<file path="config.mk">
export PLATFORM = sky130hd
export DESIGN_NAME = analog_stick_boost_filter
export DESIGN_NICKNAME = d
export VERILOG_FILES = /design/src/rtl/asbf_pkg.sv /design/src/rtl/asbf_isqrt.sv /design/src/rtl/asbf_div.sv /design/src/rtl/asbf_dp.sv /design/src/rtl/asbf_ctrl.sv /design/src/rtl/analog_stick_boost_filter.sv
export SDC_FILE = /design/constraint.sdc
export NUM_CORES = 2
export LEC_CHECK = 0
export BUFFER_PORTS_ARGS = -buffer_cell sky130_fd_sc_hd__clkbuf_2
export CAP_MARGIN = 40
export CORE_MARGIN = 2
export CORE_UTILIZATION = 33
export CTS_BUF_LIST = sky130_fd_sc_hd__clkbuf_16
export CTS_CLUSTER_DIAMETER = 100
export DETAILED_ROUTE_END_ITERATION = 7
export PLACE_DENSITY = 0.49
export SYNTH_ARGS = -nofsm -noshare
export SYNTH_HDL_FRONTEND = slang
export SYNTH_SLANG_ARGS = --single-unit
export TNS_END_PERCENT = 5
</file>
<file path="constraint.sdc">
create_clock -name clk -period 28.4 [get_ports clk]
set_clock_uncertainty 0.15 [all_clocks]
set_input_delay 5.68 -clock clk [delete_from_list [all_inputs] [get_ports clk]]
set_output_delay 5.68 -clock clk [all_outputs]
set_load 0.02 [all_outputs]
</file>
<file path="src/rtl/asbf_pkg.sv">
// ----------------------------------------------------------------------------
// asbf_pkg
// Shared widths, command codes and control/status types for the analog
// stick boost filter.
// ----------------------------------------------------------------------------
`default_nettype none

package asbf_pkg;

	// field widths
	localparam int AXIS_W     = 16;
	localparam int MAG_W      = 16;
	localparam int CHG_W      = 17;
	localparam int SUM_W      = 18;
	localparam int BOOST_W    = 20;
	localparam int ACC_W      = 24;
	localparam int DECAY_W    = 15;
	localparam int GAIN_W     = 17;
	localparam int BOUT_W     = 19;
	localparam int SOUT_W     = 16;
	localparam int FRAC_W     = 14;
	localparam int ONE_Q14    = 1 << FRAC_W;

	// configuration port
	localparam int CFG_IDX_W  = 2;
	localparam int CFG_DATA_W = 17;
	localparam logic [CFG_IDX_W-1:0] REG_DECAY = 2'd0;
	localparam logic [CFG_IDX_W-1:0] REG_GAIN  = 2'd1;
	localparam logic [DECAY_W-1:0]   DECAY_RST = 15'd328;
	localparam logic [GAIN_W-1:0]    GAIN_RST  = 17'd32768;

	// iterative units
	localparam int RAD_W = 32;
	localparam int DVD_W = 36;
	localparam int DVS_W = 16;

	// datapath command codes
	localparam int OP_W = 5;
	localparam logic [OP_W-1:0] OP_NONE   = 5'd0;
	localparam logic [OP_W-1:0] OP_LOAD   = 5'd1;
	localparam logic [OP_W-1:0] OP_MXX    = 5'd2;
	localparam logic [OP_W-1:0] OP_MYY    = 5'd3;
	localparam logic [OP_W-1:0] OP_SQS    = 5'd4;
	localparam logic [OP_W-1:0] OP_MAG    = 5'd5;
	localparam logic [OP_W-1:0] OP_MBM    = 5'd6;
	localparam logic [OP_W-1:0] OP_MRISE  = 5'd7;
	localparam logic [OP_W-1:0] OP_BCOPY  = 5'd8;
	localparam logic [OP_W-1:0] OP_FDIV   = 5'd9;
	localparam logic [OP_W-1:0] OP_FGET   = 5'd10;
	localparam logic [OP_W-1:0] OP_RADD   = 5'd11;
	localparam logic [OP_W-1:0] OP_DEC    = 5'd12;
	localparam logic [OP_W-1:0] OP_CLMP   = 5'd13;
	localparam logic [OP_W-1:0] OP_THR    = 5'd14;
	localparam logic [OP_W-1:0] OP_CAP    = 5'd15;
	localparam logic [OP_W-1:0] OP_ACC    = 5'd16;
	localparam logic [OP_W-1:0] OP_BXDIV  = 5'd17;
	localparam logic [OP_W-1:0] OP_BXGET  = 5'd18;
	localparam logic [OP_W-1:0] OP_BYDIV  = 5'd19;
	localparam logic [OP_W-1:0] OP_BYGET  = 5'd20;
	localparam logic [OP_W-1:0] OP_MSX    = 5'd21;
	localparam logic [OP_W-1:0] OP_SXGET  = 5'd22;
	localparam logic [OP_W-1:0] OP_SYGET  = 5'd23;
	localparam logic [OP_W-1:0] OP_COMMIT = 5'd24;

	typedef struct packed {
		logic [OP_W-1:0] op;
	} cmd_t;

	typedef struct packed {
		logic sq_busy;
		logic dv_busy;
		logic s_neg;
		logic s_pos;
		logic pm_nz;
	} stat_t;

endpackage

`default_nettype wire

</file>
<file path="src/rtl/asbf_isqrt.sv">
// ----------------------------------------------------------------------------
// asbf_isqrt
// Digit-by-digit integer square root, one result bit per cycle.
// ----------------------------------------------------------------------------
`default_nettype none

module asbf_isqrt (
	input  logic                         clk,
	input  logic                         arst_n,
	input  logic                         start,
	input  logic [asbf_pkg::RAD_W-1:0]   radicand,
	output logic                         busy,
	output logic [asbf_pkg::MAG_W-1:0]   root
);
	import asbf_pkg::*;

	localparam int ITER  = RAD_W / 2;
	localparam int CNT_W = $clog2(ITER);

	logic             busy_q;
	logic [CNT_W-1:0] cnt_q;
	logic [RAD_W-1:0] rad_q;
	logic [MAG_W:0]   rem_q;
	logic [MAG_W-1:0] root_q;
	logic [MAG_W+2:0] rem_sh;
	logic [MAG_W+2:0] trial;
	logic             ge;

	// next two radicand bits against the trial value
	assign rem_sh = {rem_q, rad_q[RAD_W-1 -: 2]};
	assign trial  = {1'b0, root_q, 2'b01};
	assign ge     = rem_sh >= trial;

	// iteration control
	always_ff @(posedge clk or negedge arst_n) begin
		if (!arst_n) begin
			busy_q <= 1'b0;
			cnt_q  <= '0;
		end else if (start) begin
			busy_q <= 1'b1;
			cnt_q  <= CNT_W'(ITER - 1);
		end else if (busy_q) begin
			if (cnt_q == '0) begin
				busy_q <= 1'b0;
			end else begin
				cnt_q <= cnt_q - 1'b1;
			end
		end
	end

	// remainder and root
	always_ff @(posedge clk) begin
		if (start) begin
			rad_q  <= radicand;
			rem_q  <= '0;
			root_q <= '0;
		end else if (busy_q) begin
			rad_q  <= {rad_q[RAD_W-3:0], 2'b00};
			rem_q  <= ge ? (MAG_W+1)'(rem_sh - trial) : rem_sh[MAG_W:0];
			root_q <= {root_q[MAG_W-2:0], ge};
		end
	end

	assign busy = busy_q;
	assign root = root_q;

endmodule

`default_nettype wire

</file>
<file path="src/rtl/asbf_div.sv">
// ----------------------------------------------------------------------------
// asbf_div
// Unsigned restoring divider, one quotient bit per cycle.
// ----------------------------------------------------------------------------
`default_nettype none

module asbf_div (
	input  logic                        clk,
	input  logic                        arst_n,
	input  logic                        start,
	input  logic [asbf_pkg::DVD_W-1:0]  dividend,
	input  logic [asbf_pkg::DVS_W-1:0]  divisor,
	output logic                        busy,
	output logic [asbf_pkg::DVD_W-1:0]  quotient
);
	import asbf_pkg::*;

	localparam int CNT_W = $clog2(DVD_W);

	logic             busy_q;
	logic [CNT_W-1:0] cnt_q;
	logic [DVD_W-1:0] quo_q;
	logic [DVS_W-1:0] dvs_q;
	logic [DVS_W-1:0] rem_q;
	logic [DVS_W:0]   rem_sh;
	logic             ge;

	// shift in the next dividend bit and try the subtract
	assign rem_sh = {rem_q, quo_q[DVD_W-1]};
	assign ge     = rem_sh >= {1'b0, dvs_q};

	// iteration control
	always_ff @(posedge clk or negedge arst_n) begin
		if (!arst_n) begin
			busy_q <= 1'b0;
			cnt_q  <= '0;
		end else if (start) begin
			busy_q <= 1'b1;
			cnt_q  <= CNT_W'(DVD_W - 1);
		end else if (busy_q) begin
			if (cnt_q == '0) begin
				busy_q <= 1'b0;
			end else begin
				cnt_q <= cnt_q - 1'b1;
			end
		end
	end

	// remainder and quotient
	always_ff @(posedge clk) begin
		if (start) begin
			quo_q <= dividend;
			dvs_q <= divisor;
			rem_q <= '0;
		end else if (busy_q) begin
			rem_q <= ge ? DVS_W'(rem_sh - {1'b0, dvs_q}) : rem_sh[DVS_W-1:0];
			quo_q <= {quo_q[DVD_W-2:0], ge};
		end
	end

	assign busy     = busy_q;
	assign quotient = quo_q;

endmodule

`default_nettype wire

</file>
<file path="src/rtl/asbf_dp.sv">
// ----------------------------------------------------------------------------
// asbf_dp
// Datapath: shared multiplier, square root and divider, filter state,
// configuration registers and result registers.
// ----------------------------------------------------------------------------
`default_nettype none

module asbf_dp (
	input  logic                               clk,
	input  logic                               arst_n,
	input  asbf_pkg::cmd_t                     cmd,
	output asbf_pkg::stat_t                    stat,
	input  logic signed [asbf_pkg::AXIS_W-1:0] axis_x,
	input  logic signed [asbf_pkg::AXIS_W-1:0] axis_y,
	input  logic                               cfg_we,
	input  logic [asbf_pkg::CFG_IDX_W-1:0]     cfg_index,
	input  logic [asbf_pkg::CFG_DATA_W-1:0]    cfg_data,
	output logic signed [asbf_pkg::BOUT_W-1:0] boosted_x,
	output logic signed [asbf_pkg::BOUT_W-1:0] boosted_y,
	output logic signed [asbf_pkg::SOUT_W-1:0] scaled_x,
	output logic signed [asbf_pkg::SOUT_W-1:0] scaled_y
);
	import asbf_pkg::*;

	localparam int AX_W   = AXIS_W + 1;
	localparam int MA_W   = 25;
	localparam int MB_W   = 22;
	localparam int MP_W   = MA_W + MB_W;
	localparam int WB_W   = 38;
	localparam int ACCD_W = ACC_W + DECAY_W;
	localparam int ACCS_W = ACC_W + 2;
	localparam int UP_LO  = FRAC_W;
	localparam int UP_HI  = MAG_W + GAIN_W - 1;
	localparam int BO_LIM = 1 << (BOUT_W - 1);

	localparam logic signed [WB_W-1:0] ONE_W   = WB_W'(ONE_Q14);
	localparam logic signed [WB_W-1:0] BMAX_W  = WB_W'((1 << BOOST_W) - 1);
	localparam logic signed [MP_W-1:0] HALF_RND = MP_W'(2 * ONE_Q14 - 1);
	localparam logic signed [MP_W-1:0] S_MAX   = MP_W'((1 << (SOUT_W - 1)) - 1);
	localparam logic signed [MP_W-1:0] S_MIN   = -S_MAX - MP_W'(1);

	// working registers
	logic signed [AXIS_W-1:0] x_q, y_q;
	logic [RAD_W-1:0]         sumsq_q;
	logic [MAG_W-1:0]         m_q;
	logic signed [CHG_W-1:0]  d_q;
	logic signed [SUM_W-1:0]  s_q;
	logic signed [WB_W-1:0]   b_q;
	logic [ACCD_W-1:0]        accd_q;
	logic [ACC_W-1:0]         accn_q;
	logic signed [MP_W-1:0]   prod_q;
	logic signed [BOUT_W-1:0] bxn_q, byn_q, bx_q, by_q;
	logic signed [SOUT_W-1:0] sxn_q, syn_q, sx_q, sy_q;

	// filter state and configuration
	logic [MAG_W-1:0]         pm_q;
	logic signed [CHG_W-1:0]  pc_q;
	logic [BOOST_W-1:0]       boost_q;
	logic [ACC_W-1:0]         acc_q;
	logic [DECAY_W-1:0]       decay_q;
	logic [GAIN_W-1:0]        gain_q;

	// combinational helpers
	logic [AX_W-1:0]          ax, ay;
	logic [MAG_W:0]           mplus;
	logic [GAIN_W:0]          gplus;
	logic signed [GAIN_W:0]   ag;
	logic signed [MA_W-1:0]   mul_a;
	logic signed [MB_W-1:0]   mul_b;
	logic signed [MP_W-1:0]   mul_p;
	logic [RAD_W-1:0]         radicand;
	logic                     sq_start, sq_busy;
	logic [MAG_W-1:0]         root;
	logic                     dv_start, dv_busy;
	logic [DVD_W-1:0]         dv_q;
	logic [DVS_W-1:0]         divisor;
	logic signed [CHG_W-1:0]  d_n;
	logic signed [SUM_W-1:0]  s_n;
	logic signed [WB_W-1:0]   upper_w, m_w, b_clmp, b_sat, b_cap;
	logic                     cap_hit;
	logic signed [ACCS_W-1:0] acc_sum;
	logic [ACC_W-1:0]         accn;

	function automatic logic [BOUT_W-1:0] sat_div(input logic [DVD_W-1:0] q,
			input logic neg);
		logic [DVD_W-1:0]  lim;
		logic [BOUT_W-1:0] mag;
		lim = neg ? DVD_W'(BO_LIM) : DVD_W'(BO_LIM - 1);
		mag = (q > lim) ? lim[BOUT_W-1:0] : q[BOUT_W-1:0];
		return neg ? BOUT_W'(-mag) : mag;
	endfunction

	function automatic logic [SOUT_W-1:0] sat_half(input logic signed [MP_W-1:0] p);
		logic signed [MP_W-1:0] adj;
		logic signed [MP_W-1:0] t;
		adj = p + (p[MP_W-1] ? HALF_RND : MP_W'(0));
		t   = adj >>> (FRAC_W + 1);
		if (t > S_MAX) begin
			t = S_MAX;
		end else if (t < S_MIN) begin
			t = S_MIN;
		end
		return t[SOUT_W-1:0];
	endfunction

	// magnitudes of the axes and offset operands
	assign ax    = x_q[AXIS_W-1] ? AX_W'(-$signed({x_q[AXIS_W-1], x_q})) : {1'b0, x_q};
	assign ay    = y_q[AXIS_W-1] ? AX_W'(-$signed({y_q[AXIS_W-1], y_q})) : {1'b0, y_q};
	assign mplus = {1'b0, m_q} + (MAG_W+1)'(ONE_Q14);
	assign gplus = {1'b0, gain_q} + (GAIN_W+1)'(ONE_Q14);
	assign ag    = $signed({1'b0, gain_q}) - $signed((GAIN_W+1)'(ONE_Q14));

	// shared multiplier operand select
	always_comb begin
		mul_a = '0;
		mul_b = '0;
		unique case (cmd.op)
			OP_MXX: begin
				mul_a = MA_W'(x_q);
				mul_b = MB_W'(x_q);
			end
			OP_MYY: begin
				mul_a = MA_W'(y_q);
				mul_b = MB_W'(y_q);
			end
			OP_MBM: begin
				mul_a = MA_W'(boost_q);
				mul_b = MB_W'(m_q);
			end
			OP_MRISE: begin
				mul_a = MA_W'(gplus);
				mul_b = MB_W'(s_q);
			end
			OP_DEC: begin
				mul_a = MA_W'(m_q);
				mul_b = MB_W'(gain_q);
			end
			OP_CLMP: begin
				mul_a = MA_W'(acc_q);
				mul_b = MB_W'(decay_q);
			end
			OP_THR: begin
				mul_a = MA_W'(ag);
				mul_b = MB_W'(ag);
			end
			OP_ACC: begin
				mul_a = MA_W'(ax);
				mul_b = MB_W'(b_q[BOOST_W-1:0]);
			end
			OP_BXGET: begin
				mul_a = MA_W'(ay);
				mul_b = MB_W'(b_q[BOOST_W-1:0]);
			end
			OP_MSX: begin
				mul_a = MA_W'(x_q);
				mul_b = MB_W'(mplus);
			end
			OP_SXGET: begin
				mul_a = MA_W'(y_q);
				mul_b = MB_W'(mplus);
			end
			default: begin
			end
		endcase
	end

	assign mul_p = MP_W'(mul_a) * MP_W'(mul_b);

	// square root and divider hookup
	assign radicand = sumsq_q + prod_q[RAD_W-1:0];
	assign sq_start = cmd.op == OP_SQS;
	assign dv_start = (cmd.op == OP_FDIV) || (cmd.op == OP_BXDIV) || (cmd.op == OP_BYDIV);
	assign divisor  = (cmd.op == OP_FDIV) ? pm_q : m_q;

	asbf_isqrt u_isqrt (
		.clk      (clk),
		.arst_n   (arst_n),
		.start    (sq_start),
		.radicand (radicand),
		.busy     (sq_busy),
		.root     (root)
	);

	asbf_div u_div (
		.clk      (clk),
		.arst_n   (arst_n),
		.start    (dv_start),
		.dividend (prod_q[DVD_W-1:0]),
		.divisor  (divisor),
		.busy     (dv_busy),
		.quotient (dv_q)
	);

	// change in magnitude and its two-sample sum
	assign d_n = $signed({1'b0, root}) - $signed({1'b0, pm_q});
	assign s_n = SUM_W'(d_n) + SUM_W'(pc_q);

	// clamp between magnitude and magnitude times gain
	assign upper_w = WB_W'(prod_q[UP_HI:UP_LO]);
	assign m_w     = WB_W'(m_q);
	assign b_clmp  = (b_q > upper_w) ? upper_w : ((b_q < m_w) ? m_w : b_q);

	// overshoot cap: acc > floor(a*a/decay) is acc*decay > a*a
	assign cap_hit = (b_q > ONE_W) && (decay_q != '0) && (accd_q > prod_q[ACCD_W-1:0]);
	assign b_sat   = b_q[WB_W-1] ? '0 : ((b_q > BMAX_W) ? BMAX_W : b_q);
	assign b_cap   = cap_hit ? ONE_W : b_sat;

	// overshoot accumulator update
	assign acc_sum = ACCS_W'(acc_q) + ACCS_W'(b_q[BOOST_W-1:0]) - ACCS_W'(ONE_Q14);
	assign accn    = acc_sum[ACCS_W-1] ? '0 :
		((acc_sum[ACCS_W-2:ACC_W] != '0) ? '1 : acc_sum[ACC_W-1:0]);

	// working registers
	always_ff @(posedge clk) begin
		prod_q <= mul_p;
		unique case (cmd.op)
			OP_LOAD: begin
				x_q <= axis_x;
				y_q <= axis_y;
			end
			OP_MYY:   sumsq_q <= prod_q[RAD_W-1:0];
			OP_MAG: begin
				m_q <= root;
				d_q <= d_n;
				s_q <= s_n;
			end
			OP_BCOPY: b_q <= WB_W'(boost_q);
			OP_FGET:  b_q <= WB_W'(dv_q);
			OP_RADD:  b_q <= WB_W'(boost_q) + WB_W'(prod_q >>> (FRAC_W + 1));
			OP_DEC:   b_q <= b_q - WB_W'(decay_q);
			OP_CLMP:  b_q <= b_clmp;
			OP_THR:   accd_q <= prod_q[ACCD_W-1:0];
			OP_CAP:   b_q <= b_cap;
			OP_ACC:   accn_q <= accn;
			OP_BXGET: bxn_q <= (m_q == '0) ? '0 : sat_div(dv_q, x_q[AXIS_W-1]);
			OP_BYGET: byn_q <= (m_q == '0) ? '0 : sat_div(dv_q, y_q[AXIS_W-1]);
			OP_SXGET: sxn_q <= sat_half(prod_q);
			OP_SYGET: syn_q <= sat_half(prod_q);
			OP_COMMIT: begin
				bx_q <= bxn_q;
				by_q <= byn_q;
				sx_q <= sxn_q;
				sy_q <= syn_q;
			end
			default: begin
			end
		endcase
	end

	// filter state and configuration registers
	always_ff @(posedge clk or negedge arst_n) begin
		if (!arst_n) begin
			pm_q    <= '0;
			pc_q    <= '0;
			boost_q <= '0;
			acc_q   <= '0;
			decay_q <= DECAY_RST;
			gain_q  <= GAIN_RST;
		end else begin
			if (cmd.op == OP_COMMIT) begin
				pm_q    <= m_q;
				pc_q    <= d_q;
				boost_q <= b_q[BOOST_W-1:0];
				acc_q   <= accn_q;
			end
			if (cfg_we) begin
				unique case (cfg_index)
					REG_DECAY: decay_q <= cfg_data[DECAY_W-1:0];
					REG_GAIN:  gain_q  <= cfg_data[GAIN_W-1:0];
					default: begin
					end
				endcase
			end
		end
	end

	// status to the controller
	assign stat.sq_busy = sq_busy;
	assign stat.dv_busy = dv_busy;
	assign stat.s_neg   = s_q[SUM_W-1];
	assign stat.s_pos   = !s_q[SUM_W-1] && (s_q != '0);
	assign stat.pm_nz   = pm_q != '0;

	assign boosted_x = bx_q;
	assign boosted_y = by_q;
	assign scaled_x  = sx_q;
	assign scaled_y  = sy_q;

endmodule

`default_nettype wire

</file>
<file path="src/rtl/asbf_ctrl.sv">
// ----------------------------------------------------------------------------
// asbf_ctrl
// Sequencer: steps the datapath through one sample and owns the handshakes.
// ----------------------------------------------------------------------------
`default_nettype none

module asbf_ctrl (
	input  logic            clk,
	input  logic            arst_n,
	input  logic            in_valid,
	output logic            in_ready,
	output logic            out_valid,
	input  logic            out_ready,
	input  asbf_pkg::stat_t stat,
	output asbf_pkg::cmd_t  cmd
);
	import asbf_pkg::*;

	localparam int ST_W = 5;
	localparam logic [ST_W-1:0] ST_IDLE = 5'd0;
	localparam logic [ST_W-1:0] ST_MXX  = 5'd1;
	localparam logic [ST_W-1:0] ST_MYY  = 5'd2;
	localparam logic [ST_W-1:0] ST_SQS  = 5'd3;
	localparam logic [ST_W-1:0] ST_SQW  = 5'd4;
	localparam logic [ST_W-1:0] ST_BR   = 5'd5;
	localparam logic [ST_W-1:0] ST_FDS  = 5'd6;
	localparam logic [ST_W-1:0] ST_FDW  = 5'd7;
	localparam logic [ST_W-1:0] ST_RADD = 5'd8;
	localparam logic [ST_W-1:0] ST_DEC  = 5'd9;
	localparam logic [ST_W-1:0] ST_CLMP = 5'd10;
	localparam logic [ST_W-1:0] ST_THR  = 5'd11;
	localparam logic [ST_W-1:0] ST_CAP  = 5'd12;
	localparam logic [ST_W-1:0] ST_ACC  = 5'd13;
	localparam logic [ST_W-1:0] ST_BXS  = 5'd14;
	localparam logic [ST_W-1:0] ST_BXW  = 5'd15;
	localparam logic [ST_W-1:0] ST_BYS  = 5'd16;
	localparam logic [ST_W-1:0] ST_BYW  = 5'd17;
	localparam logic [ST_W-1:0] ST_SX   = 5'd18;
	localparam logic [ST_W-1:0] ST_SY   = 5'd19;
	localparam logic [ST_W-1:0] ST_SYG  = 5'd20;
	localparam logic [ST_W-1:0] ST_DONE = 5'd21;

	logic [ST_W-1:0] state_q, state_n;
	logic [OP_W-1:0] op;
	logic            out_valid_q;

	// next state and datapath command
	always_comb begin
		state_n = state_q;
		op      = OP_NONE;
		unique case (state_q)
			ST_IDLE: begin
				if (in_valid) begin
					op      = OP_LOAD;
					state_n = ST_MXX;
				end
			end
			ST_MXX: begin
				op      = OP_MXX;
				state_n = ST_MYY;
			end
			ST_MYY: begin
				op      = OP_MYY;
				state_n = ST_SQS;
			end
			ST_SQS: begin
				op      = OP_SQS;
				state_n = ST_SQW;
			end
			ST_SQW: begin
				if (!stat.sq_busy) begin
					op      = OP_MAG;
					state_n = ST_BR;
				end
			end
			ST_BR: begin
				if (stat.s_neg && stat.pm_nz) begin
					op      = OP_MBM;
					state_n = ST_FDS;
				end else if (stat.s_pos) begin
					op      = OP_MRISE;
					state_n = ST_RADD;
				end else begin
					op      = OP_BCOPY;
					state_n = ST_DEC;
				end
			end
			ST_FDS: begin
				op      = OP_FDIV;
				state_n = ST_FDW;
			end
			ST_FDW: begin
				if (!stat.dv_busy) begin
					op      = OP_FGET;
					state_n = ST_DEC;
				end
			end
			ST_RADD: begin
				op      = OP_RADD;
				state_n = ST_DEC;
			end
			ST_DEC: begin
				op      = OP_DEC;
				state_n = ST_CLMP;
			end
			ST_CLMP: begin
				op      = OP_CLMP;
				state_n = ST_THR;
			end
			ST_THR: begin
				op      = OP_THR;
				state_n = ST_CAP;
			end
			ST_CAP: begin
				op      = OP_CAP;
				state_n = ST_ACC;
			end
			ST_ACC: begin
				op      = OP_ACC;
				state_n = ST_BXS;
			end
			ST_BXS: begin
				op      = OP_BXDIV;
				state_n = ST_BXW;
			end
			ST_BXW: begin
				if (!stat.dv_busy) begin
					op      = OP_BXGET;
					state_n = ST_BYS;
				end
			end
			ST_BYS: begin
				op      = OP_BYDIV;
				state_n = ST_BYW;
			end
			ST_BYW: begin
				if (!stat.dv_busy) begin
					op      = OP_BYGET;
					state_n = ST_SX;
				end
			end
			ST_SX: begin
				op      = OP_MSX;
				state_n = ST_SY;
			end
			ST_SY: begin
				op      = OP_SXGET;
				state_n = ST_SYG;
			end
			ST_SYG: begin
				op      = OP_SYGET;
				state_n = ST_DONE;
			end
			ST_DONE: begin
				if (!out_valid_q || out_ready) begin
					op      = OP_COMMIT;
					state_n = ST_IDLE;
				end
			end
			default: begin
				state_n = ST_IDLE;
			end
		endcase
	end

	// state and result valid
	always_ff @(posedge clk or negedge arst_n) begin
		if (!arst_n) begin
			state_q     <= ST_IDLE;
			out_valid_q <= 1'b0;
		end else begin
			state_q <= state_n;
			if (op == OP_COMMIT) begin
				out_valid_q <= 1'b1;
			end else if (out_ready) begin
				out_valid_q <= 1'b0;
			end
		end
	end

	assign cmd.op    = op;
	assign in_ready  = state_q == ST_IDLE;
	assign out_valid = out_valid_q;

endmodule

`default_nettype wire

</file>
<file path="src/rtl/analog_stick_boost_filter.sv">
// ----------------------------------------------------------------------------
// analog_stick_boost_filter
// Stick magnitude boost filter: boosted direction and scaled axes per sample.
// ----------------------------------------------------------------------------
// usage
//   in channel (in_valid/in_ready) takes one request with axis_x, axis_y in
//   Q14. out channel (out_valid/out_ready) returns boosted_x/y and
//   scaled_x/y for every request, in order.
//   cfg channel (cfg_valid/cfg_ready) writes decay (index 0) and gain
//   (index 1); cfg_ready is always high, other indexes are dropped.
//   Write configuration only while the block is idle.
// timing
//   one sample at a time: the next request is taken once the result is
//   loaded into the output register. The time per sample is set by the
//   bit-serial divider (up to three divisions per sample) and the square
//   root sharing one sequencer; a falling smoothed change with a nonzero
//   old magnitude takes the extra division.
// reset
//   clears the filter history and output valid, decay back to 328 and gain
//   to 2.0.
// stalls
//   a finished result sits in the output register; the next sample is
//   accepted and computed meanwhile and waits for the register to free up.
// ----------------------------------------------------------------------------
`default_nettype none

module analog_stick_boost_filter (
	input  logic                               clk,
	input  logic                               arst_n,
	input  logic                               in_valid,
	output logic                               in_ready,
	input  logic signed [asbf_pkg::AXIS_W-1:0] axis_x,
	input  logic signed [asbf_pkg::AXIS_W-1:0] axis_y,
	output logic                               out_valid,
	input  logic                               out_ready,
	output logic signed [asbf_pkg::BOUT_W-1:0] boosted_x,
	output logic signed [asbf_pkg::BOUT_W-1:0] boosted_y,
	output logic signed [asbf_pkg::SOUT_W-1:0] scaled_x,
	output logic signed [asbf_pkg::SOUT_W-1:0] scaled_y,
	input  logic                               cfg_valid,
	output logic                               cfg_ready,
	input  logic [asbf_pkg::CFG_IDX_W-1:0]     cfg_index,
	input  logic [asbf_pkg::CFG_DATA_W-1:0]    cfg_data
);
	import asbf_pkg::*;

	cmd_t  cmd;
	stat_t stat;

	// configuration writes are always taken
	assign cfg_ready = 1'b1;

	asbf_ctrl u_ctrl (
		.clk       (clk),
		.arst_n    (arst_n),
		.in_valid  (in_valid),
		.in_ready  (in_ready),
		.out_valid (out_valid),
		.out_ready (out_ready),
		.stat      (stat),
		.cmd       (cmd)
	);

	asbf_dp u_dp (
		.clk       (clk),
		.arst_n    (arst_n),
		.cmd       (cmd),
		.stat      (stat),
		.axis_x    (axis_x),
		.axis_y    (axis_y),
		.cfg_we    (cfg_valid),
		.cfg_index (cfg_index),
		.cfg_data  (cfg_data),
		.boosted_x (boosted_x),
		.boosted_y (boosted_y),
		.scaled_x  (scaled_x),
		.scaled_y  (scaled_y)
	);

endmodule

`default_nettype wire

</file>
; ---- Word level (Yosys, flattened, before mapping)
; Cells that the tools add are included.
[classes]
addsub = 19
mul = 1
magnitude_cmp = 11
eq_ne = 56
n_mux = 59
n_reduce_logical = 32
[ops]
columns = op, n
row1 = $pmux W38 S6, 1
row2 = $pmux W25 S9, 1
row3 = $pmux W5 S22, 2
row4 = $pmux W22 S9, 1
row5 = $mux W38, 4
row6 = $mux W19, 6
row7 = $eq A5 B4 Y1 const B, 16
row8 = $eq A5 B5 Y1 const B, 15
row9 = $gt A36 B36 Y1, 2
row10 = $mux W36, 2
row11 = $mux W16, 4
row12 = $mux W32, 2
row13 = $mux W5, 11
row14 = $mux W17, 3
row15 = $add A47 B16 Y47, 1
row16 = $mul A25 B22 Y47, 1
row17 = $eq A5 B3 Y1 const B, 8
row18 = $gt A39 B39 Y1, 1
row19 = $gt A38 B16 Y1 const B, 1
row20 = $gt A38 B20 Y1, 1
row21 = $gt A38 B21 Y1 const B, 1
row22 = $lt A38 B17 Y1, 1
row23 = $neg A19 Y19, 2
row24 = $sub A38 B15 Y38, 1
row25 = other kinds (49), 90
[totals]
reg_bits = 663
input_bits = 56
output_inout_bits = 73
word_cells = 215

; ---- Logic depth before layout (Yosys ltp)
[depth]
depth_word = 10
ltp_mapped = 39
depth_no_buf = 35

; ---- By module
; A second synthesis with hierarchy kept.
[unflattened]
hier_cells = 6160
area_unflattened_um2 = 59435.8
[by_module_without_submodules]
columns = mod, n_inst, cells_per_inst, area_each_um2, seq_area_each_um2
row1 = asbf_dp, 1, 5334, 50708.6, 14363.8
row2 = asbf_isqrt, 1, 389, 4017.6, 1746.7
row3 = asbf_div, 1, 331, 3916.3, 2057.0
row4 = asbf_ctrl, 1, 104, 782.0, 150.1
row5 = analog_stick_boost_filter, 1, 2, 11.3, 0.0

; ---- Worst setup path after synthesis
; No wires, ideal clock.
[synth_path]
path_type = in2reg
start = input port in_valid
end = register u_dp.prod_q[43]
setup_time_ps = 101
t_arrival_ps = 14190
required_time_ps = 28149
slack_ps = 13959
path_stages = 35
path_buffers = 3
path_cell_list = nor2_1 a21oi_1 o311a_1 nand4bb_1 a21oi_1 nor2b_4 or2_0 buf_2 buf_1 nand2_1 nand3_1 buf_2 nand2_1 fa_1 inv_1 fa_1 inv_1 fa_1 inv_1 fa_1 fa_1 fa_1 inv_1 fa_1 inv_1 ha_1 and3_1 nand3_1 o31ai_1 a31oi_1 o31ai_1 a211oi_1 o21bai_1 a41oi_1 o41ai_1
[synth_via]
elab_chain_cells = 6
word_cells_on_any_way = 20
classes_between = mul (1) / eq/ne (11) / mux (4) / reduce/logical (4)
[synth_lines]
columns = item, line
row1 = start: declaration, analog_stick_boost_filter.sv:30  ; input logic in_valid,
row2 = $mux W1 (*), asbf_ctrl.sv:53  ; if (in_valid) begin
row3 = $pmux W5 S22 (*), asbf_ctrl.sv:51  ; unique case (state_q)
row4 = $eq A5 B2 Y1 or $eq A5 B5 Y1 (tied branches), asbf_dp.sv:117  ; unique case (cmd.op)
row5 = $reduce_or A2 Y1 (no source line), --
row6 = $pmux W25 S9 or $pmux W22 S9 (tied branches), asbf_dp.sv:117
row7 = $mul A25 B22 Y47 (*), asbf_dp.sv:167  ; assign mul_p = MP_W'(mul_a) * MP_W'(mul_b);
row8 = net u_dp.mul_p[43], asbf_dp.sv:70  ; logic signed [MP_W-1:0] mul_p;
row9 = end signal: assignment, asbf_dp.sv:215  ; prod_q <= mul_p;
row10 = end: declaration, asbf_dp.sv:51  ; logic signed [MP_W-1:0] prod_q;
; Mark *: on every way through the listed nets, which the timed path passes. The rest lies on a longest branch.
; A chain may end at the register's enable or synchronous reset.

; ---- Worst setup path in the final report
[layout_path]
start = input port out_ready
end = register u_dp.prod_q[42]
[layout_via]
elab_chain_cells = 7
word_cells_on_any_way = 21
classes_between = mul (1) / eq/ne (11) / mux (4) / reduce/logical (5)
[layout_lines]
columns = item, line
row1 = start: declaration, analog_stick_boost_filter.sv:35  ; input logic out_ready,
row2 = $logic_or A1 B1 Y1 (*), asbf_ctrl.sv:155  ; if (!out_valid_q || out_ready) begin
row3 = $mux W5 (*), asbf_ctrl.sv:155
row4 = $pmux W5 S22 (*), asbf_ctrl.sv:51
row5 = $eq A5 B2 Y1 or $eq A5 B5 Y1 (tied branches), asbf_dp.sv:117
row6 = $reduce_or A2 Y1 (no source line), --
row7 = $pmux W25 S9 or $pmux W22 S9 (tied branches), asbf_dp.sv:117
row8 = $mul A25 B22 Y47 (*), asbf_dp.sv:167
row9 = net u_dp.mul_p[42], asbf_dp.sv:70
; Marks and branches as above.

==> out/results.ini <==
[cts]
clock-sinks=663
cts_max_path_buffers=3
cts_setup_buffers=0
root_buffer=clkbuf_16
hold_buffers=0
post_cts_resize_count=0
clock_latency_ps=730
htreeDepth=3
cts_tree=done
numCtsBuffers=85
clk_pin_slew_ps=50

[routing]
drtIter0Drc=3978
viasPerCell=5.29
wire_per_inst_um=23.1
vias=45300
drtAntennaViolNets=0
drt_wl_total_um=198000
drtPass1Iterations=8
drc=0

[synthesis]
synthArstFlopShare=0.192
synthesis.area_um2=58800
syn_inst=6084
netlist.area_leader.share=0.225
post-synth-top-area-cell=edfxtp_1
synth_ff_type=edfxtp_1
synth-seq-cells=663
synth_warnings=0
syn_avg_cell_area_um2=9.67
synth_seq_area_share=0.311
synth_edf_count=440
synth.area.top_cells=edfxtp_1, fa_1, ha_1, inv_1, dfrtp_1
yosysUniqueCellTypes=98

[global_route]
grt_max_degree=80
antenna_found_initial=3
gr-total-overflow=0
grt_usage=0.219
grt_pass1_vias=46000
grt_pass1_wl_um=298000

[worst_setup_path]
cpMostUsedCell=fa_1
cp_top_family=adder cells
crit_buf_inv=7
slowest_delay_ps=780
worstPathArrival_ps=16210
cp-end-kind=register
path_class=primary input to register
crit_slowest_cell=or2_1
crit_path_start_kind=primary input
crit_required_ps=28810
worstPathMaxFanout=19

[floorplanning]
fp-row-count=154
start_util=0.333
ios=129
die_w_um=426
fp.dieH_um=426
fp.coreArea_um2=177000
die_area_um2=182000

[sta]
fmaxAchievable_ghz=0.0633
hold_viol=0
tns_ps=0
relSlewSlack=0.348
period_minus_slack_ps=15800
drv_slew=0
rsz0062_at_grt=false
timing.final.crit_share=0.556
setup_viol=0
tightest_slew_ps=975

[final_layout]
multi_input_area_um2=36300
nNetsFinal=7215
layout_common_cells=inv_1, nand2_1, fa_1, edfxtp_1, ha_1
num_antenna_cells=0
area_growth_pct=11.4
fill_cells=17700
layout-drive-gt1-share=0.0860
final_common_cell=inv_1
seq_area_um2=18300

[place]
hpwl_um=153000
port_buffers=127
gp_congestion=0.897

[run]
cap_violations=0

[run_status]
status=finished, final reports clean

[worst_hold_path]
hp-class=register to register

-- area by class of cell --
type,instances,share of cell area
inverter,900,0.0516
tap,2340,0.0447
sequential,663,0.280
timing repair buffer,241,0.0256
clock buffer,87,0.0332
multi-input combinational,4269,0.554
clock inverter,71,0.0110
-- per-stage QoR --
step	utilization	worst slack [ps]	hold slack, ps	instance area, um^2	cells
2_1_floorplan	-	13960	250	58800	6091
3_3_place_gp	0.353	12170	254	62300	8395
3_5_place_dp	0.354	12120	255	62600	8413
4_1_cts	0.371	12830	268	65500	8571
5_1_grt	0.371	12120	274	65500	8571
6_report	0.371	12600	267	65500	8571
-- path summary, 6_finish.rpt --
path | start | end | slack [ps] | depth (start not counted)
worst max-delay path | out_ready | u_dp.prod_q[42]$_DFF_P_ | 12600 | 32
worst min-delay path | u_dp.byn_q[15]$_SDFFCE_PN0N_ | u_dp.boosted_y[15]$_DFFE_PP_ | 270 | 0
worst max register to register | u_ctrl.state_q[0]$_DFFE_PN0P_ | u_dp.prod_q[42]$_DFF_P_ | 16630 | 32
worst min register to register | u_dp.byn_q[15]$_SDFFCE_PN0N_ | u_dp.boosted_y[15]$_DFFE_PP_ | 270 | 0
max in group asynchronous | arst_n | u_dp.boost_q[17]$_DFFE_PN0P_ | 22120 | 3
min in group asynchronous | arst_n | u_dp.pc_q[13]$_DFFE_PN0P_ | 4820 | 1
-- Yosys cell counts, types with 44 or more instances --
cell type and count:
a21o_1 120, a21oi_1 279, clkbuf_1 201, dfrtp_1 123, dfxtp_1 96, edfxtp_1 440
fa_1 569, ha_1 430, inv_1 897, mux2_2 88, mux2i_1 59, nand2_1 669
nand2b_1 48, nand3_1 76, nand4_1 57, nor2_1 423, nor2b_1 77, nor3_1 73
nor4_1 44, o21ai_0 327, xnor2_1 178, xor2_1 77
-- worst reg2reg max path, delay by kind of cell, from the launching register on --
kind | cells | cell delay, ps
adder cells (fa/ha/maj) | 8 | 4030
AO/OA/AOI/OAI | 9 | 2610
XOR/XNOR | 1 | 140
AND/OR/NAND/NOR | 8 | 3150
buffers and inverters | 6 | 610
flip-flops | 1 | 930
-- kinds of logic (layout without fill, tap and decap cells) --
group	Yosys count	after routing	share of synthesized area
AND/OR/NAND/NOR	1675	1675	0.131
flip-flops	663	663	0.311
multiplexers	147	147	0.0269
XOR/XNOR	255	255	0.0380
other	2	9	0.000128
adder cells (fa/ha/maj)	999	999	0.285
buffers and inverters	1159	1299	0.0751
AO/OA/AOI/OAI	1184	1184	0.132
-- sequential cells by signal (all words and copies together), names as in the netlist, 17 cells and up --
| signal | cells |
|---|---|
| u_dp.d_q | 17 |
| u_dp.s_q | 18 |
| u_dp.gain_q | 17 |
| u_dp.u_div.quotient | 36 |
| u_dp.accn_q | 24 |
| u_dp.sumsq_q | 32 |
| u_dp.boost_q | 20 |
| u_dp.acc_q | 24 |
| u_dp.boosted_y | 19 |
| u_dp.bxn_q | 19 |
| u_dp.boosted_x | 19 |
| u_dp.u_isqrt.rem_q | 17 |
| u_dp.pc_q | 17 |
| u_dp.accd_q | 39 |
| u_dp.u_isqrt.rad_q | 32 |
| u_dp.byn_q | 19 |
| u_dp.prod_q | 47 |
| u_dp.b_q | 38 |
-- per-layer routing --
metal / track usage / vias to the layer above / share of wire
met3: 0.0344 / 329 / 0.065
met2: 0.347 / 1559 / 0.45
li1: - / 20800 / -
met1: 0.302 / 22700 / 0.44
met4: 0.0797 / 0 / 0.040
met5: 0 / - / 0
Power is left out: the tool's default activity adds up to more than one toggle a clock period on the data nets, which glitch-free logic cannot reach.
